File: src/rtl/lpe_pkg.sv
// shared widths, register codes and status types of the pixel pulse encoder
`timescale 1ns / 1ps

package lpe_pkg;

    localparam int unsigned BYTE_W           = 8;
    localparam int unsigned BIT_CNT_W        = 3;
    localparam int unsigned TICK_W           = 15;
    localparam int unsigned DUR_W            = 16;
    localparam int unsigned LATCH_W          = 22;
    localparam int unsigned CFG_IDX_W        = 2;
    localparam int unsigned CFG_DATA_W       = 22;
    localparam int unsigned MAX_RESET_CHUNKS = 56;
    localparam int unsigned CHUNK_CNT_W      = 6;
    localparam int unsigned DEF_MAX_CHUNK    = 65535;

    // configuration register indexes
    localparam logic [CFG_IDX_W-1:0] CFG_FIRST  = 2'd0;
    localparam logic [CFG_IDX_W-1:0] CFG_MIDDLE = 2'd1;
    localparam logic [CFG_IDX_W-1:0] CFG_TAIL   = 2'd2;
    localparam logic [CFG_IDX_W-1:0] CFG_LATCH  = 2'd3;

    typedef struct packed {
        logic bit_val;
        logic last;
    } t_bit_status;

    typedef struct packed {
        logic [DUR_W-1:0] piece;
        logic             full;
        logic             last;
        logic             empty;
    } t_chunk_status;

endpackage

File: src/rtl/lpe_bit_shift.sv
// byte shift register, one data bit out per step, msb first
`timescale 1ns / 1ps

module lpe_bit_shift (
    input  logic                       i_clk,
    input  logic                       i_rst_n,
    input  logic                       i_load,
    input  logic [lpe_pkg::BYTE_W-1:0] i_byte,
    input  logic                       i_shift,
    output lpe_pkg::t_bit_status       o_status
);

    logic [lpe_pkg::BYTE_W-1:0]    r_byte;
    logic [lpe_pkg::BIT_CNT_W-1:0] r_cnt;

    always_ff @(posedge i_clk) begin
        if (!i_rst_n) begin
            r_cnt <= '0;
        end else if (i_load) begin
            r_cnt <= '0;
        end else if (i_shift) begin
            r_cnt <= r_cnt + 1'b1;
        end
    end

    always_ff @(posedge i_clk) begin
        if (i_load) begin
            r_byte <= i_byte;
        end else if (i_shift) begin
            r_byte <= {r_byte[lpe_pkg::BYTE_W-2:0], 1'b0};
        end
    end

    assign o_status.bit_val = r_byte[lpe_pkg::BYTE_W-1];
    assign o_status.last    = (r_cnt == {lpe_pkg::BIT_CNT_W{1'b1}});

endmodule

File: src/rtl/lpe_chunk_gen.sv
// splits the latch time into reset chunks, one chunk per step
`timescale 1ns / 1ps

module lpe_chunk_gen #(
    parameter int unsigned MAX_CHUNK = lpe_pkg::DEF_MAX_CHUNK
) (
    input  logic                        i_clk,
    input  logic                        i_load,
    input  logic [lpe_pkg::LATCH_W-1:0] i_latch,
    input  logic                        i_step,
    output lpe_pkg::t_chunk_status      o_status
);

    localparam logic [lpe_pkg::LATCH_W-1:0]     MAX_L = lpe_pkg::LATCH_W'(MAX_CHUNK);
    localparam logic [lpe_pkg::DUR_W-1:0]       MAX_D = lpe_pkg::DUR_W'(MAX_CHUNK);
    localparam logic [lpe_pkg::CHUNK_CNT_W-1:0] LAST_CNT =
        lpe_pkg::CHUNK_CNT_W'(lpe_pkg::MAX_RESET_CHUNKS - 1);

    logic [lpe_pkg::LATCH_W-1:0]     r_rem;
    logic [lpe_pkg::CHUNK_CNT_W-1:0] r_chunks;
    logic [lpe_pkg::DUR_W-1:0]       piece;
    logic [lpe_pkg::LATCH_W-1:0]     n_rem;

    assign piece = (r_rem > MAX_L) ? MAX_D : r_rem[lpe_pkg::DUR_W-1:0];
    assign n_rem = r_rem - {{(lpe_pkg::LATCH_W - lpe_pkg::DUR_W){1'b0}}, piece};

    always_ff @(posedge i_clk) begin
        if (i_load) begin
            r_rem    <= i_latch;
            r_chunks <= '0;
        end else if (i_step) begin
            r_rem    <= n_rem;
            r_chunks <= r_chunks + 1'b1;
        end
    end

    assign o_status.piece = piece;
    assign o_status.full  = (piece == MAX_D);
    // cap on chunk count drops whatever reset time is left
    assign o_status.last  = (n_rem == '0) || (r_chunks == LAST_CNT);
    assign o_status.empty = (r_rem == '0);

endmodule

File: src/rtl/led_pixel_pulse_encoder_core.sv
// top level: pixel byte to pulse symbol encoder with reset chunks
// the first symbol of an accepted byte enters the output register once the bit phase has begun and the slot is free
// one symbol per cycle moves through the output register while the output is not stalled, eight bit symbols per byte
// a final byte adds min(ceil(latch_ticks / MAX_CHUNK), 56) chunk symbols when latch is nonzero
// the next byte is taken in the cycle the last symbol of the current one moves out
// synchronous active-low reset clears the sequencer, output valid and all config registers
`timescale 1ns / 1ps

module led_pixel_pulse_encoder_core #(
    parameter int unsigned MAX_CHUNK = lpe_pkg::DEF_MAX_CHUNK
) (
    input  logic                          i_clk,
    input  logic                          i_rst_n,
    // config write channel
    input  logic                          i_cfg_valid,
    output logic                          o_cfg_ready,
    input  logic [lpe_pkg::CFG_IDX_W-1:0] i_cfg_index,
    input  logic [lpe_pkg::CFG_DATA_W-1:0] i_cfg_data,
    // input word channel
    input  logic                          i_in_valid,
    output logic                          o_in_stall,
    input  logic [lpe_pkg::BYTE_W-1:0]    i_pixel_byte,
    input  logic                          i_final_byte,
    // output word channel
    output logic                          o_out_valid,
    input  logic                          i_out_stall,
    output logic                          o_first_level,
    output logic [lpe_pkg::DUR_W-1:0]     o_first_duration,
    output logic                          o_second_level,
    output logic [lpe_pkg::DUR_W-1:0]     o_second_duration,
    output logic                          o_end_of_run
);

    // sequencer phases
    localparam logic [1:0] PH_IDLE  = 2'd0;
    localparam logic [1:0] PH_BITS  = 2'd1;
    localparam logic [1:0] PH_RESET = 2'd2;

    // config registers
    logic [lpe_pkg::TICK_W-1:0]  r_first_ticks;
    logic [lpe_pkg::TICK_W-1:0]  r_middle_ticks;
    logic [lpe_pkg::TICK_W-1:0]  r_tail_ticks;
    logic [lpe_pkg::LATCH_W-1:0] r_latch_ticks;

    logic [1:0]                  r_phase;
    logic [1:0]                  n_phase;
    logic                        r_final;

    // output register
    logic                        r_out_valid;
    logic                        r_out_level;
    logic [lpe_pkg::DUR_W-1:0]   r_out_first;
    logic [lpe_pkg::DUR_W-1:0]   r_out_second;
    logic                        r_out_eor;

    lpe_pkg::t_bit_status        bit_st;
    lpe_pkg::t_chunk_status      chunk_st;

    logic                        adv;
    logic                        sym_last;
    logic                        in_acc;
    logic                        bits_done;
    logic [lpe_pkg::DUR_W-1:0]   sum_high;
    logic [lpe_pkg::DUR_W-1:0]   sum_low;

    // config port always ready, writes belong between runs
    assign o_cfg_ready = 1'b1;

    always_ff @(posedge i_clk) begin
        if (!i_rst_n) begin
            r_first_ticks  <= '0;
            r_middle_ticks <= '0;
            r_tail_ticks   <= '0;
            r_latch_ticks  <= '0;
        end else if (i_cfg_valid) begin
            unique case (i_cfg_index)
                lpe_pkg::CFG_FIRST:  r_first_ticks  <= i_cfg_data[lpe_pkg::TICK_W-1:0];
                lpe_pkg::CFG_MIDDLE: r_middle_ticks <= i_cfg_data[lpe_pkg::TICK_W-1:0];
                lpe_pkg::CFG_TAIL:   r_tail_ticks   <= i_cfg_data[lpe_pkg::TICK_W-1:0];
                lpe_pkg::CFG_LATCH:  r_latch_ticks  <= i_cfg_data[lpe_pkg::LATCH_W-1:0];
            endcase
        end
    end

    // symbol moves into the output register when the slot is free or draining
    assign adv = (r_phase != PH_IDLE) && (!r_out_valid || !i_out_stall);

    // reset chunks follow only a final byte with nonzero latch time
    assign bits_done = (r_phase == PH_BITS) && bit_st.last;
    assign sym_last  = (bits_done && !(r_final && !chunk_st.empty)) ||
                       ((r_phase == PH_RESET) && chunk_st.last);

    // next byte may enter as the last symbol of this one leaves
    assign o_in_stall = (r_phase != PH_IDLE) && !(adv && sym_last);
    assign in_acc     = i_in_valid && !o_in_stall;

    lpe_bit_shift u_bit_shift (
        .i_clk    (i_clk),
        .i_rst_n  (i_rst_n),
        .i_load   (in_acc),
        .i_byte   (i_pixel_byte),
        .i_shift  (adv && (r_phase == PH_BITS)),
        .o_status (bit_st)
    );

    lpe_chunk_gen #(
        .MAX_CHUNK (MAX_CHUNK)
    ) u_chunk_gen (
        .i_clk    (i_clk),
        .i_load   (in_acc),
        .i_latch  (r_latch_ticks),
        .i_step   (adv && (r_phase == PH_RESET)),
        .o_status (chunk_st)
    );

    always_comb begin
        priority if (in_acc) begin
            n_phase = PH_BITS;
        end else if (adv && sym_last) begin
            n_phase = PH_IDLE;
        end else if (adv && bits_done) begin
            n_phase = PH_RESET;
        end else begin
            n_phase = r_phase;
        end
    end

    always_ff @(posedge i_clk) begin
        if (!i_rst_n) begin
            r_phase <= PH_IDLE;
        end else begin
            r_phase <= n_phase;
        end
    end

    always_ff @(posedge i_clk) begin
        if (in_acc) begin
            r_final <= i_final_byte;
        end
    end

    // both sums of two 15-bit registers fit in 16 bits
    assign sum_high = {1'b0, r_first_ticks} + {1'b0, r_middle_ticks};
    assign sum_low  = {1'b0, r_middle_ticks} + {1'b0, r_tail_ticks};

    always_ff @(posedge i_clk) begin
        if (!i_rst_n) begin
            r_out_valid <= 1'b0;
        end else if (adv) begin
            r_out_valid <= 1'b1;
        end else if (!i_out_stall) begin
            r_out_valid <= 1'b0;
        end
    end

    always_ff @(posedge i_clk) begin
        if (adv) begin
            r_out_eor <= sym_last;
            if (r_phase == PH_BITS) begin
                r_out_level <= 1'b1;
                if (bit_st.bit_val) begin
                    r_out_first  <= sum_high;
                    r_out_second <= {1'b0, r_tail_ticks};
                end else begin
                    r_out_first  <= {1'b0, r_first_ticks};
                    r_out_second <= sum_low;
                end
            end else begin
                // reset chunk: low line, second duration flags a full chunk
                r_out_level  <= 1'b0;
                r_out_first  <= chunk_st.piece;
                r_out_second <= {{(lpe_pkg::DUR_W-1){1'b0}}, chunk_st.full};
            end
        end
    end

    assign o_out_valid       = r_out_valid;
    assign o_first_level     = r_out_level;
    assign o_first_duration  = r_out_first;
    assign o_second_level    = 1'b0;
    assign o_second_duration = r_out_second;
    assign o_end_of_run      = r_out_eor;

    // a non-final byte never enters the reset phase
    a_no_reset_without_final: assert property (@(posedge i_clk) disable iff (!i_rst_n)
        (adv && bits_done && !r_final && !in_acc) |=> (r_phase == PH_IDLE))
        else $error("reset phase after a non-final byte");

    // reset chunks carry only a 0 or 1 second duration
    a_chunk_second: assert property (@(posedge i_clk) disable iff (!i_rst_n)
        (o_out_valid && !o_first_level) |-> (o_second_duration <= 16'd1))
        else $error("reset chunk with bad second duration");

    // no byte accepted while a run is in progress and its last symbol has not moved
    a_busy_stalls: assert property (@(posedge i_clk) disable iff (!i_rst_n)
        ((r_phase != PH_IDLE) && !(adv && sym_last)) |-> o_in_stall)
        else $error("input accepted mid run");

    // a new symbol is only loaded after the previous one left or was taken
    a_out_overwrite: assert property (@(posedge i_clk) disable iff (!i_rst_n)
        (r_out_valid && i_out_stall) |=> ($stable(r_out_first) && $stable(r_out_eor)))
        else $error("stalled output symbol overwritten");

endmodule

File: config.mk
export PLATFORM = sky130hd
export DESIGN_NAME = led_pixel_pulse_encoder_core
export DESIGN_NICKNAME = d
export VERILOG_FILES = /design/src/rtl/lpe_pkg.sv /design/src/rtl/lpe_bit_shift.sv /design/src/rtl/lpe_chunk_gen.sv /design/src/rtl/led_pixel_pulse_encoder_core.sv
export SDC_FILE = /design/constraint.sdc
export NUM_CORES = 1
export LEC_CHECK = 0
export BUFFER_PORTS_ARGS = -buffer_cell sky130_fd_sc_hd__clkbuf_2
export CORE_ASPECT_RATIO = 0.75
export CORE_MARGIN = 3
export CORE_UTILIZATION = 50
export DETAILED_ROUTE_END_ITERATION = 10
export PLACE_DENSITY_LB_ADDON = 0.15
export SETUP_SLACK_MARGIN = 0.4
export SYNTH_ARGS = -nofsm -noshare
export SYNTH_HDL_FRONTEND = slang
export SYNTH_SLANG_ARGS = --single-unit
File: constraint.sdc
create_clock -name i_clk -period 7.71 [get_ports i_clk]
set_input_delay 1.9275 -clock i_clk [delete_from_list [all_inputs] [get_ports i_clk]]
set_output_delay 1.9275 -clock i_clk [all_outputs]
set_load 0.005 [all_outputs]
==> results_dict.tcl <==
set metrics [dict create \
    syn_to_final_growth_pct 12.4 \
    yosysTopAreaCellShare_pct 23.6 \
    hold_ws_ns 0.464 \
    syn_area_sq_um 8260 \
    post-route-period-util_pct 85.7 \
    grt_pass1_wl_um 32400 \
    crit_path_max_fanout 23 \
    ctsRootBufferMaster "clkbuf_16" \
    max_slew_margin_pct 22.8 \
    yosys-top-cells-count "nand2_1 (172), dfxtp_1 (79), a21boi_0 (70)" \
    synthArstFlopShare_pct 0 \
    rsz0062_at_grt "false" \
    ant_nets 0 \
    final_net_count 1021 \
    synth_top_family_by_area "simple AND/OR/NAND/NOR gates" \
    synthXorXnorAreaFrac_pct 3.50 \
    hold_path_class "reg2reg" \
    hold_violations 0 \
    first_pass_iters 6 \
    status "finished clean" \
    synth_warnings 0 \
    drtIter0Drc 667 \
    ys_ff_latch 144 \
    dieArea_sq_um 18100 \
    syn_inst 908 \
    post_dp_cell_area_sq_um 8670 \
    antenna_found_initial 0 \
    yosysMostFrequentCell "nand2_1" \
    grt_pass1_vias 6200 \
    cts_tree "done" \
    tns_ns 0 \
    synth_compound_area_share_pct 17.4 \
    drive_gt1_share_pct 15.8 \
    clk_pin_slew_ns 0.06 \
    critPathCaptureType "output port" \
    synth_top_area_cell "edfxtp_1" \
    powerDensity_nw_per_um2 217 \
    yosysSeqAreaShare_pct 42.8 \
    initial_utilization_pct 51.2 \
    place_hpwl_um 13900 \
    cap_viol_max_count 0 \
    rows 40 \
    drc_errors 0 \
    clk_latency_ns 0.42 \
    cp.required_ns 5.78 \
    period_needed_ns 6.61 \
    place.gp.congestion 0.941 \
    wl_per_cell_um 17.2 \
    cts_hold_buf 0 \
    fmax_mhz 151 \
    syn_avg_cell_area_sq_um 9.09 \
    clk_path_buf_depth 2 \
    cts.sinks 144 \
    core_sq_um 16100 \
    cts.repair.resized 0 \
    grt_overflow_total 0 \
    finalSetupViolCount 0 \
    p_leak_nw 3.55 \
    worst_slew_pin_slew_ns 1.15 \
    slew_viol_final 0 \
    final_cell_area_sq_um 9280 \
    ys_types 68 \
    synth-main-ff-cell "dfxtp_1" \
    n_fill_cell 1482 \
    worstPathArrival_ns 4.68 \
    fin_util_pct 57.6 \
    post-place-ws_ns 1.67 \
    synthTopCellsByArea "edfxtp_1 (24%), dfxtp_1 (19%), nand2_1 (7.8%)" \
    finalWirelength_um 20100 \
    grt_max_degree 74 \
    cp-start-kind "flop" \
    io_pins 76 \
    synth_nets 982 \
    placement.io_buffers 73 \
    fin_skew_ns 0.00765 \
    synth_fa_ha_area_share_pct 5.64 \
    die_h_um 117 \
    path_class "reg2out" \
    via_count 6623 \
    cts_setup_buffers 0 \
    vdd_drop_max_v 0.000128 \
    muxShareOfSynthArea_pct 7.32 \
    htreeDepth 4 \
    synth_edf_count 65 \
    antennaDiodeCount 0 \
    layout_setup_ws_ns 1.10 \
    viasPerCell 5.66 \
    synthSimpleGateAreaFrac_pct 18.6 \
    die_width_um 154 \
    numCtsBuffers 17 \
    grt_usage_pct 22.4 \
]
## per-stage QoR
stage | instances | power (mW)
after floorplan | 908 | 1.08
after global placement | 1138 | 1.15
after detailed placement | 1138 | 1.16
after CTS | 1170 | 2.02
after global routing | 1170 | 2.09
final | 1170 | 2.01
## final cells by class
type | instances | area (sq um) | area share [%]
Inverter | 26 | 103 | 1.11
Multi-Input combinational cell | 678 | 4350 | 46.9
Timing Repair Buffer | 80 | 418 | 4.50
Sequential cell | 144 | 3530 | 38.1
Clock buffer | 20 | 447 | 4.81
Tap cell | 210 | 263 | 2.83
Clock inverter | 12 | 165 | 1.78
## cell usage in the layout, fill, tap and decap left out, types with 5 or more instances in the layout
cell       instances
nand2_1          172
dfxtp_1           79
clkbuf_2          73
a21boi_0          70
edfxtp_1          65
nor2_1            53
a21oi_1           51
ha_1              34
o21ai_0           29
mux2i_1           27
nor3_1            27
mux2_2            27
inv_1             24
xnor2_1           22
nand3_1           18
clkbuf_16         17
nor4_1            11
xor2_1            11
a211oi_1          10
a31oi_1            9
or3_1              8
nand4_1            7
nand2b_1           7
buf_4              7
o21a_1             6
o31ai_1            6
a21o_1             5
and4_1             5
and2_1             5
clkinv_2           5
## kinds of logic after synthesis
group	count (synthesis)
xor+xnor	33
fa+ha+maj	36
compound gates	214
other cells	2
simple gates	337
buf+inv	86
mux	56
flops	144
## layer usage
metal | wire length, um | track usage [%]
met1 | 10400 | 33.8
met2 | 8210 | 32.4
met3 | 1290 | 5.77
met5 | 0 | 0
met4 | 204 | 5.00
## worst max-delay path: stages, from the launching register on
cell	delay, ns
edfxtp_1	0.51
nor3_1	0.69
nand2_1	0.72
nand2b_1	0.30
ha_1	0.18
buf_4	0.24
inv_1	0.21
a211o_1	0.27
mux2i_1	0.20
nor4_1	0.10
and4_1	0.26
a221oi_2	0.31
and2_1	0.17
clkbuf_2	0.10
## flip-flops by register name, summed over array words and instances (netlist names)
register,cells
o_first_level,1
u_bit_shift.r_cnt,3
u_chunk_gen.r_chunks,6
o_second_duration,16
o_out_valid,1
r_middle_ticks,15
r_tail_ticks,15
r_first_ticks,15
u_bit_shift.r_byte,8
o_first_duration,16
r_latch_ticks,22
u_chunk_gen.r_rem,22
r_phase,2
r_final,1
o_end_of_run,1
## path summary, 6_finish.rpt
path                         startpoint                     to  slack (ns)  depth (start not counted)
setup reg to reg  u_chunk_gen.r_rem[16]  u_chunk_gen.r_rem[15]        1.77                         13
setup / recovery  u_chunk_gen.r_rem[16]             o_in_stall        1.10                         13
hold / removal        r_latch_ticks[15]      r_latch_ticks[15]        0.46                          2
hold reg to reg       r_latch_ticks[15]      r_latch_ticks[15]        0.46                          2
## power by group
part / leakage [nW] / total [mW] / switching [mW] / internal, mW
Combinational: 1.98 / 0.252 / 0.150 / 0.102
Clock: 0.301 / 0.867 / 0.321 / 0.547
Sequential: 1.27 / 0.892 / 0.0410 / 0.851
(Power assumes the default switching activity.)
